===== src/rtl/grid_boundary_cell_extractor_unit_macros.svh =====
// Assertion helpers shared by the RTL.
`ifndef GRID_BOUNDARY_CELL_EXTRACTOR_UNIT_MACROS_SVH
`define GRID_BOUNDARY_CELL_EXTRACTOR_UNIT_MACROS_SVH

// Same-cycle implication, disabled during reset.
`define GBCE_ASSERT_IMPL(label, clk, rst_n, ante, cons, msg) \
    label: assert property (@(posedge clk) disable iff (!(rst_n)) (ante) |-> (cons)) \
        else $error(msg);

// Next-cycle implication, disabled during reset.
`define GBCE_ASSERT_NEXT(label, clk, rst_n, ante, cons, msg) \
    label: assert property (@(posedge clk) disable iff (!(rst_n)) (ante) |=> (cons)) \
        else $error(msg);

`endif


===== src/rtl/gbce_pkg.sv =====
package gbce_pkg;

    localparam int MAX_WIDTH  = 256;
    localparam int MAX_HEIGHT = 256;
    localparam int NEIGHBOURS = 4;

    localparam int COL_W  = $clog2(MAX_WIDTH);
    localparam int ROW_W  = $clog2(MAX_HEIGHT);
    localparam int SIZE_W = 9;
    localparam int TILE_W = 16;
    localparam int OUT_W  = 8;

    localparam int CFG_IDX_W  = 2;
    localparam int CFG_DATA_W = SIZE_W;

    localparam int OCC_W = 2;

    localparam int FIFO_DEPTH = 4;
    localparam int FIFO_AW    = $clog2(FIFO_DEPTH);
    localparam int FIFO_CW    = $clog2(FIFO_DEPTH + 1);

    localparam logic [SIZE_W-1:0] RST_GRID_WIDTH  = SIZE_W'(64);
    localparam logic [SIZE_W-1:0] RST_GRID_HEIGHT = SIZE_W'(64);

    typedef enum logic [CFG_IDX_W-1:0] {
        CFG_ENABLE = 2'd0,
        CFG_WIDTH  = 2'd1,
        CFG_HEIGHT = 2'd2
    } t_cfg_idx;

    typedef struct packed {
        logic [OUT_W-1:0] cell_row;
        logic [OUT_W-1:0] cell_col;
        logic             last_in_run;
    } t_result;

endpackage


===== src/rtl/gbce_intf.sv =====
interface gbce_in_if import gbce_pkg::*; ();
    logic              valid;
    logic              ready;
    logic [TILE_W-1:0] tile_id;

    modport source (output valid, output tile_id, input ready);
    modport sink   (input valid, input tile_id, output ready);
endinterface

interface gbce_out_if import gbce_pkg::*; ();
    logic             valid;
    logic             ready;
    logic [OUT_W-1:0] cell_row;
    logic [OUT_W-1:0] cell_col;
    logic             last_in_run;

    modport source (output valid, output cell_row, output cell_col, output last_in_run,
                    input ready);
    modport sink   (input valid, input cell_row, input cell_col, input last_in_run,
                    output ready);
endinterface

interface gbce_cfg_if import gbce_pkg::*; ();
    logic                  valid;
    logic                  ready;
    logic [CFG_IDX_W-1:0]  index;
    logic [CFG_DATA_W-1:0] data;

    modport source (output valid, output index, output data, input ready);
    modport sink   (input valid, input index, input data, output ready);
endinterface


===== src/rtl/grid_boundary_cell_extractor_unit.sv =====
// Results of a request are written into the output queue when the request is accepted.
// Throughput: one request per cycle, bounded by the line buffer RAM (one write and two
//   registered reads per request); results leave one per cycle through a 4-entry queue,
//   and requests stall while fewer than two queue entries are free.
// Reset: synchronous, active low; clears position counters and queue, loads register
//   defaults (enable 1, width 64, height 64). The line buffer RAM is not cleared.
`include "grid_boundary_cell_extractor_unit_macros.svh"

module grid_boundary_cell_extractor_unit import gbce_pkg::*; (
    input  logic        i_clk,
    input  logic        i_rst_n,
    gbce_in_if.sink     i_in,
    gbce_out_if.source  o_out,
    gbce_cfg_if.sink    i_cfg
);

    logic              r_enable;
    logic [SIZE_W-1:0] r_grid_width;
    logic [SIZE_W-1:0] r_grid_height;
    logic [ROW_W-1:0]  r_row;
    logic [COL_W-1:0]  r_col;
    logic              r_left;

    t_result            r_fifo [FIFO_DEPTH];
    logic [FIFO_AW-1:0] r_wptr;
    logic [FIFO_AW-1:0] r_rptr;
    logic [FIFO_CW-1:0] r_cnt;

    logic [COL_W-1:0] w_m1;
    logic [ROW_W-1:0] h_m1;
    logic             in_acc;
    logic             out_acc;
    logic             cfg_acc;
    logic             cur;
    logic             self_occ;
    logic             up_occ;
    logic             right_occ;
    logic             last_row;
    logic             row_end;
    logic             border;
    logic [2:0]       cnt;
    logic             v_up;
    logic             v_cur;
    logic [COL_W-1:0] n_col;
    logic [ROW_W-1:0] n_row;
    logic [1:0]       n_push;
    t_result          res_up;
    t_result          res_cur;
    t_result          push_a;
    t_result          push_b;
    logic [OCC_W-1:0] rd_a;
    logic [OCC_W-1:0] rd_b;

    assign w_m1 = (r_grid_width == '0) ? '0 :
                  (int'(r_grid_width) > MAX_WIDTH) ? COL_W'(MAX_WIDTH - 1) :
                  COL_W'(r_grid_width - 1'b1);
    assign h_m1 = (r_grid_height == '0) ? '0 :
                  (int'(r_grid_height) > MAX_HEIGHT) ? ROW_W'(MAX_HEIGHT - 1) :
                  ROW_W'(r_grid_height - 1'b1);

    assign i_in.ready  = (r_cnt <= FIFO_CW'(FIFO_DEPTH - 2));
    assign i_cfg.ready = 1'b1;
    assign in_acc  = i_in.valid && i_in.ready;
    assign out_acc = o_out.valid && o_out.ready;
    assign cfg_acc = i_cfg.valid && i_cfg.ready;

    // entry layout: bit 1 older row, bit 0 previous row
    assign cur       = (i_in.tile_id != '0);
    assign self_occ  = rd_a[0];
    assign up_occ    = rd_a[1];
    assign right_occ = rd_b[0];

    assign last_row = (r_row >= h_m1);
    assign row_end  = (r_col >= w_m1);
    assign border   = (r_row == ROW_W'(1)) || ((r_row - 1'b1) >= h_m1) ||
                      (r_col == '0) || row_end;
    assign cnt      = 3'(up_occ) + 3'(cur) + 3'(r_left) + 3'(right_occ);

    assign v_up  = r_enable && (r_row != '0) && self_occ && (border || (cnt < 3'(NEIGHBOURS)));
    assign v_cur = r_enable && last_row && cur;

    assign n_col = row_end ? '0 : r_col + 1'b1;
    assign n_row = row_end ? (last_row ? '0 : r_row + 1'b1) : r_row;

    always_comb begin
        res_up.cell_row     = OUT_W'(r_row - 1'b1);
        res_up.cell_col     = OUT_W'(r_col);
        res_up.last_in_run  = !v_cur;
        res_cur.cell_row    = OUT_W'(r_row);
        res_cur.cell_col    = OUT_W'(r_col);
        res_cur.last_in_run = 1'b1;
        push_a = v_up ? res_up : res_cur;
        push_b = res_cur;
        n_push = 2'(v_up) + 2'(v_cur);
    end

    gbce_ram #(
        .WIDTH (OCC_W),
        .DEPTH (MAX_WIDTH)
    ) u_line_ram (
        .i_clk     (i_clk),
        .i_we      (in_acc),
        .i_waddr   (r_col),
        .i_wdata   ({self_occ, cur}),
        .i_re      (in_acc),
        .i_raddr_a (n_col),
        .i_raddr_b (COL_W'(n_col + 1'b1)),
        .o_rdata_a (rd_a),
        .o_rdata_b (rd_b)
    );

    always_ff @(posedge i_clk) begin
        if (!i_rst_n) begin
            r_enable      <= 1'b1;
            r_grid_width  <= RST_GRID_WIDTH;
            r_grid_height <= RST_GRID_HEIGHT;
            r_row         <= '0;
            r_col         <= '0;
        end else if (cfg_acc) begin
            case (i_cfg.index)
                CFG_ENABLE: begin
                    r_enable <= i_cfg.data[0];
                end
                CFG_WIDTH: begin
                    r_grid_width <= i_cfg.data;
                    r_row        <= '0;
                    r_col        <= '0;
                end
                CFG_HEIGHT: begin
                    r_grid_height <= i_cfg.data;
                    r_row         <= '0;
                    r_col         <= '0;
                end
                default: begin
                end
            endcase
        end else if (in_acc) begin
            r_row <= n_row;
            r_col <= n_col;
        end
    end

    always_ff @(posedge i_clk) begin
        if (in_acc) begin
            r_left <= self_occ;
            if (n_push != 2'd0) begin
                r_fifo[r_wptr] <= push_a;
            end
            if (n_push == 2'd2) begin
                r_fifo[FIFO_AW'(r_wptr + 1'b1)] <= push_b;
            end
        end
    end

    always_ff @(posedge i_clk) begin
        if (!i_rst_n) begin
            r_wptr <= '0;
            r_rptr <= '0;
            r_cnt  <= '0;
        end else begin
            if (in_acc) begin
                r_wptr <= FIFO_AW'(r_wptr + n_push);
            end
            if (out_acc) begin
                r_rptr <= r_rptr + 1'b1;
            end
            r_cnt <= FIFO_CW'(r_cnt + (in_acc ? FIFO_CW'(n_push) : '0) -
                              FIFO_CW'(out_acc));
        end
    end

    assign o_out.valid       = (r_cnt != '0);
    assign o_out.cell_row    = r_fifo[r_rptr].cell_row;
    assign o_out.cell_col    = r_fifo[r_rptr].cell_col;
    assign o_out.last_in_run = r_fifo[r_rptr].last_in_run;

    `GBCE_ASSERT_NEXT(a_two_results_fill, i_clk, i_rst_n,
        in_acc && (n_push == 2'd2) && !out_acc,
        r_cnt == $past(r_cnt) + 2'd2, "two results did not both enter the queue")
    `GBCE_ASSERT_IMPL(a_run_continues, i_clk, i_rst_n,
        o_out.valid && !o_out.last_in_run,
        r_cnt >= FIFO_CW'(2), "open run without its final result queued")
    `GBCE_ASSERT_NEXT(a_col_advance, i_clk, i_rst_n,
        in_acc && !cfg_acc && !row_end,
        (r_col == $past(r_col) + 1'b1) && (r_row == $past(r_row)),
        "column did not advance within a row")

endmodule


===== src/rtl/gbce_ram.sv =====
module gbce_ram #(
    parameter int WIDTH = 1,
    parameter int DEPTH = 2
) (
    input  logic                     i_clk,
    input  logic                     i_we,
    input  logic [$clog2(DEPTH)-1:0] i_waddr,
    input  logic [WIDTH-1:0]         i_wdata,
    input  logic                     i_re,
    input  logic [$clog2(DEPTH)-1:0] i_raddr_a,
    input  logic [$clog2(DEPTH)-1:0] i_raddr_b,
    output logic [WIDTH-1:0]         o_rdata_a,
    output logic [WIDTH-1:0]         o_rdata_b
);

    logic [WIDTH-1:0] r_mem [DEPTH];
    logic [WIDTH-1:0] r_rdata_a;
    logic [WIDTH-1:0] r_rdata_b;

    // write-first: a read of the entry being written returns the new data
    always_ff @(posedge i_clk) begin
        if (i_we) begin
            r_mem[i_waddr] <= i_wdata;
        end
        if (i_re) begin
            r_rdata_a <= (i_we && (i_waddr == i_raddr_a)) ? i_wdata : r_mem[i_raddr_a];
            r_rdata_b <= (i_we && (i_waddr == i_raddr_b)) ? i_wdata : r_mem[i_raddr_b];
        end
    end

    assign o_rdata_a = r_rdata_a;
    assign o_rdata_b = r_rdata_b;

endmodule


===== src/flat_wrapper.sv =====
// flat-port wrapper written by rule: the top's interface ports become plain ports
module grid_boundary_cell_extractor_unit_flat import gbce_pkg::*;
  (i_clk, i_rst_n, i_in_valid, i_in_tile_id, i_in_ready, o_out_valid, o_out_cell_row, o_out_cell_col, o_out_last_in_run, o_out_ready, i_cfg_valid, i_cfg_index, i_cfg_data, i_cfg_ready);
  gbce_in_if i_in_i ();
  gbce_out_if o_out_i ();
  gbce_cfg_if i_cfg_i ();
  input  logic i_clk;
  input  logic i_rst_n;
  input wire logic [$bits(i_in_i.valid)-1:0] i_in_valid;
  input wire logic [$bits(i_in_i.tile_id)-1:0] i_in_tile_id;
  output wire logic [$bits(i_in_i.ready)-1:0] i_in_ready;
  output wire logic [$bits(o_out_i.valid)-1:0] o_out_valid;
  output wire logic [$bits(o_out_i.cell_row)-1:0] o_out_cell_row;
  output wire logic [$bits(o_out_i.cell_col)-1:0] o_out_cell_col;
  output wire logic [$bits(o_out_i.last_in_run)-1:0] o_out_last_in_run;
  input wire logic [$bits(o_out_i.ready)-1:0] o_out_ready;
  input wire logic [$bits(i_cfg_i.valid)-1:0] i_cfg_valid;
  input wire logic [$bits(i_cfg_i.index)-1:0] i_cfg_index;
  input wire logic [$bits(i_cfg_i.data)-1:0] i_cfg_data;
  output wire logic [$bits(i_cfg_i.ready)-1:0] i_cfg_ready;
  assign i_in_i.valid = i_in_valid;
  assign i_in_i.tile_id = i_in_tile_id;
  assign i_in_ready = i_in_i.ready;
  assign o_out_valid = o_out_i.valid;
  assign o_out_cell_row = o_out_i.cell_row;
  assign o_out_cell_col = o_out_i.cell_col;
  assign o_out_last_in_run = o_out_i.last_in_run;
  assign o_out_i.ready = o_out_ready;
  assign i_cfg_i.valid = i_cfg_valid;
  assign i_cfg_i.index = i_cfg_index;
  assign i_cfg_i.data = i_cfg_data;
  assign i_cfg_ready = i_cfg_i.ready;
  grid_boundary_cell_extractor_unit u_core (.i_clk(i_clk), .i_rst_n(i_rst_n), .i_in(i_in_i), .o_out(o_out_i), .i_cfg(i_cfg_i));
endmodule

===== config.mk =====
export PLATFORM = sky130hd
export DESIGN_NAME = grid_boundary_cell_extractor_unit_flat
export DESIGN_NICKNAME = d
export VERILOG_FILES = /design/src/rtl/gbce_pkg.sv /design/src/rtl/gbce_intf.sv /design/src/rtl/grid_boundary_cell_extractor_unit.sv /design/src/rtl/gbce_ram.sv /design/src/flat_wrapper.sv
export VERILOG_INCLUDE_DIRS = /design/src /design/src/rtl
export SDC_FILE = /design/constraint.sdc
export NUM_CORES = 1
export LEC_CHECK = 0
export BUFFER_PORTS_ARGS = -buffer_cell sky130_fd_sc_hd__buf_4
export CORE_ASPECT_RATIO = 0.6
export CORE_MARGIN = 2
export CORE_UTILIZATION = 25
export DETAILED_ROUTE_END_ITERATION = 16
export PLACE_DENSITY_LB_ADDON = 0.12
export SLEW_MARGIN = 40
export SYNTH_ARGS = -nofsm -noshare
export SYNTH_HDL_FRONTEND = slang
export SYNTH_SLANG_ARGS = --single-unit

===== constraint.sdc =====
create_clock -name i_clk -period 10.5 [get_ports i_clk]
set_clock_uncertainty 0.1 [all_clocks]
set_input_delay 2.1 -clock i_clk [delete_from_list [all_inputs] [get_ports i_clk]]
set_output_delay 2.1 -clock i_clk [all_outputs]
set_load 0.01 [all_outputs]

==> metrics list <==
- Total power divided by cell area: 170 nW/um^2
- In this run the register-to-register setup slack is 3.47 ns.
- A synthesized cell averages 11.8 um^2.
- Fraction of layout instances using a drive strength above 1: 14.7%
* Count of flip-flops with a built-in enable after synthesis: 580
* I/O pin count: 52
* Non-filler cells, final: 4284
* Detailed-route vias per instance: 5.42
- Maximum clock frequency: 142 MHz
- For this design, the slowest cell found on the critical path is nor3_1.
- Data on the critical path is required at its endpoint by 10.84 ns.
* GR Overflow Total: 0
* Final worst path period need: 7.03 ns
- Root cell of the clock tree: clkbuf_16
- Number of cells on the worst reg-to-reg path: 23
* Yosys warning total: 0
* Setup violation total in the final timing report: 0
- The floorplan has 99 rows.
* Area share of the leading cell type in the synthesized netlist: 56.5%
- In the final design database the tool counted 2697 nets.
- The number of gates resized after CTS was 0.
- Filler cells: 12.5k
- Dominant synthesized flop cell: edfxtp_1
* Max-slew violation count: 0
* Destination of the worst hold path: u_core.r_fifo[0][0]$_SDFFE_PP1P_
* Total of max-cap violations: 0
- The number of global-route vias before repair was 22.3k.
- Worst path max stage delay: 0.65 ns
- Post-placement cell area: 33400 um^2
* Final critical-path share of the clock period: 67.0%
* Leakage: 11.9 nW
- Total routing usage reported by global routing: 20.0%
* Die height: 276 um
* Average wire per standard cell: 29.9 um
- Max transition margin: 36.6%
- Antenna violations before repair: 6
- Max rail drop VDD: 0.000103 V
* Clk pin slew, worst setup/hold paths: 0.06 ns
* Drc violations: 0
- Type of element capturing the critical path: register
- Synth area leader: edfxtp_1
* Reg-to-reg critical path endpoint: u_core.u_line_ram.o_rdata_b[0]$_DFFE_PP_
- Wire segments on met3 add up to 13300 um in the final route.
- The routed layout has 23.2k vias.
- After the first detailed-routing iteration, the DRC count stood at 2975.
* Synthesized Nets: 2700
- In the synthesized netlist, the number of instances is 2620.
- Most used cell along the critical path: o21ai_0
- Critical Path Start Type: register
- The initial utilization of the core area, before any placement, comes to 25.3%.
- Setup repair after global routing missed its margin: no
- Kind of critical path: register to register
- Sequential cells were found to cover 59.6% of the synthesized design area.
- HPWL after DPL: 81200 um
- Clock buffer count from CTS: 67
* Beginning of the critical path: u_core.r_grid_width[2]$_SDFFE_PN0P_
- Core box area: 122000 um^2
- In the layout the commonest cells are 580 x edfxtp_1, 345 x nand2_1, 335 x nor2_1.
- Async set or reset register ratio after synthesis: 0%
- Placed cells: 4162
- The count of nets left with antenna violations once routing finished came out at 0.
* CP max FO: 44
* Cell count of the worst hold path: 1
* Outcome: finished clean
- Arrival @ worst endpoint: 7.38 ns
- Dominant cells by area after synthesis: edfxtp_1 56%, mux4_2 5.7%, nand2_1 4.4%
* Global placement routability congestion: 0.839
* Depth of the CTS H-tree: 3
* Maximum number of pins on one net before global-route repair: 107
- In this run the critical register-to-register path is launched from u_core.r_grid_width[2]$_SDFFE_PN0P_.
* Worst Hold Class: register to register
- The first detailed-routing pass ran for 8 iterations.
- At the pin with the least slew margin, the transition time is 0.942 ns.
- The finished cells cover 35600 um^2.
- Synthesis inferred 628 register bits.
- Met2 WL post-DR: 48100 um
- For this run, the share of the core covered by cells in the final layout is 29.2%.
* Top routing layer in use: met4
- Distinct cells, synth: 83
- The signal on the critical path passes through nor4_1 > nand2b_1 > nor3_1 > nor2_1 > a21oi_1 > o21ai_0 > ha_1 > and3_1 > o211ai_2 > o21ai_4 > inv_6 > ha_4 > a21boi_0 > o21ai_0 > a21boi_0 > nor3_1 > nor4_4 > buf_6 > a22oi_1 > nand4_1 > o2111ai_1 > o21ai_0 > a2111oi_2.
- Counting along the longest clock path gives a buffer depth of 3.
* Worst skew pair latency: 0.67 ns
- Buffers added on ports: 50
* First-pass GRT wire length: 180000 um
- Layout overhead on the synthesized area: 15.3%
- After detailed routing, the wire length on met1 is 64200 um.
* Die outline width: 457 um
* Post-Route Setup TNS: 0 ns
- The number of hold buffers added after CTS was 0.
* CTS sink cnt: 628
* Worst Hold Launch: u_core.r_fifo[0][0]$_SDFFE_PP1P_
- Most frequent standard cell in the layout excluding fill and tap cells: edfxtp_1
* Setup bufs post-CTS: 0
- TritonCTS built the clock tree.
* Cell area after synthesis: 30800 um^2
- Final-report hold violation count: 0
* Total length of routed wires: 128000 um
* Die Area: 126000 um^2
logic make-up after synthesis:
group,after synthesis,share of synthesized area (%)
and+or+nand+nor,989,13.8
DFF,628,59.6
AOI/OAI and AO/OA,494,10.8
buffers and inverters,235,3.38
muxes,182,9.16
adders and majority gates,50,2.04
xor gates and xnor gates,41,1.16
other,1,0.0122
registers in the layout, summed over array words and instances (netlist names), named ones only:
register                     flops
u_core.r_fifo                   68
u_core.r_grid_width              9
u_core.u_line_ram.o_rdata_b      1
u_core.r_col                     8
u_core.r_grid_height             9
u_core.r_left                    1
u_core.u_line_ram.o_rdata_a      2
u_core.u_line_ram.r_mem        512
u_core.r_rptr                    2
u_core.r_enable                  1
u_core.r_cnt                     3
u_core.r_row                     8
u_core.r_wptr                    2
report_power, final:
| part | leakage [nW] | switching [mW] | internal, mW |
|---|---|---|---|
| logic | 4.52 | 0.552 | 0.302 |
| registers | 6.36 | 0.0274 | 2.78 |
| clock network | 0.999 | 1.07 | 1.30 |
| total | 11.9 | 1.65 | 4.39 |
Yosys cell counts (11+ instances only):
master / instances
nor3_1: 44
a311oi_1: 29
dfxtp_1: 48
nor2_1: 337
mux2i_1: 94
a31oi_1: 37
nor4_1: 20
buf_2: 29
nand3_1: 109
o21ai_0: 96
o22ai_1: 50
and2_1: 22
o221ai_1: 18
buf_4: 12
o31ai_1: 15
a22oi_1: 14
or3_1: 19
inv_1: 29
and3_1: 29
clkbuf_1: 139
buf_1: 11
a21o_1: 11
a211oi_1: 41
edfxtp_1: 580
xnor2_1: 26
a21oi_1: 91
ha_1: 47
mux4_2: 78
nand2b_1: 12
nand4_1: 14
nand2_1: 362
xor2_1: 15
per-stage QoR:
step	power, mW	hold slack, ns	setup WS [ns]
after floorplan	3.36	0.332	-0.264
after global placement	3.71	0.344	1.78
after detailed placement	3.72	0.359	3.29
after CTS	6.09	0.376	3.26
after global routing	6.24	0.389	3.02
final	6.04	0.372	3.47
worst max path at each step:
stage / endpoint / cells past startpoint / slack, ns
global route: u_core.u_line_ram.o_rdata_b[0]$_DFFE_PP_ / 21 / 3.02
CTS: u_core.u_line_ram.o_rdata_b[0]$_DFFE_PP_ / 20 / 3.26
global placement: u_core.u_line_ram.o_rdata_b[0]$_DFFE_PP_ / 20 / 1.78
finish: u_core.u_line_ram.o_rdata_b[0]$_DFFE_PP_ / 23 / 3.47
floorplan: u_core.r_cnt[2]$_SDFF_PN0_ / 18 / -0.26
detailed placement: u_core.u_line_ram.o_rdata_b[0]$_DFFE_PP_ / 20 / 3.29
routing by layer:
| metal | global-route usage, % | vias to the layer above |
|---|---|---|
| met1 | 32.3 | 11969 |
| met3 | 5.81 | 146 |
| met5 | 0 | - |
| met4 | 4.35 | 0 |
| met2 | 25.2 | 1186 |
| li1 | - | 9913 |
cell type report:
type | instances | area, um^2 | share of cell area, %
clock inverters | 31 | 221 | 0.623
multi-input cells | 1757 | 11900 | 33.5
inverters | 34 | 133 | 0.373
clock buffers | 88 | 1860 | 5.23
well taps | 1616 | 2020 | 5.69
repair buffers | 129 | 1040 | 2.92
flip-flops and latches | 628 | 18400 | 51.7
diodes | 1 | 2.50 | 0.00704
worst max-delay path: cells and delay by family, from the launching register on:
family          cells  cell delay, ns
compound gates     11            2.90
simple gates        8            2.23
fa+ha+maj           2            0.70
buf+inv             2            0.52
flops               1            0.35
(Power assumes the default switching activity.)
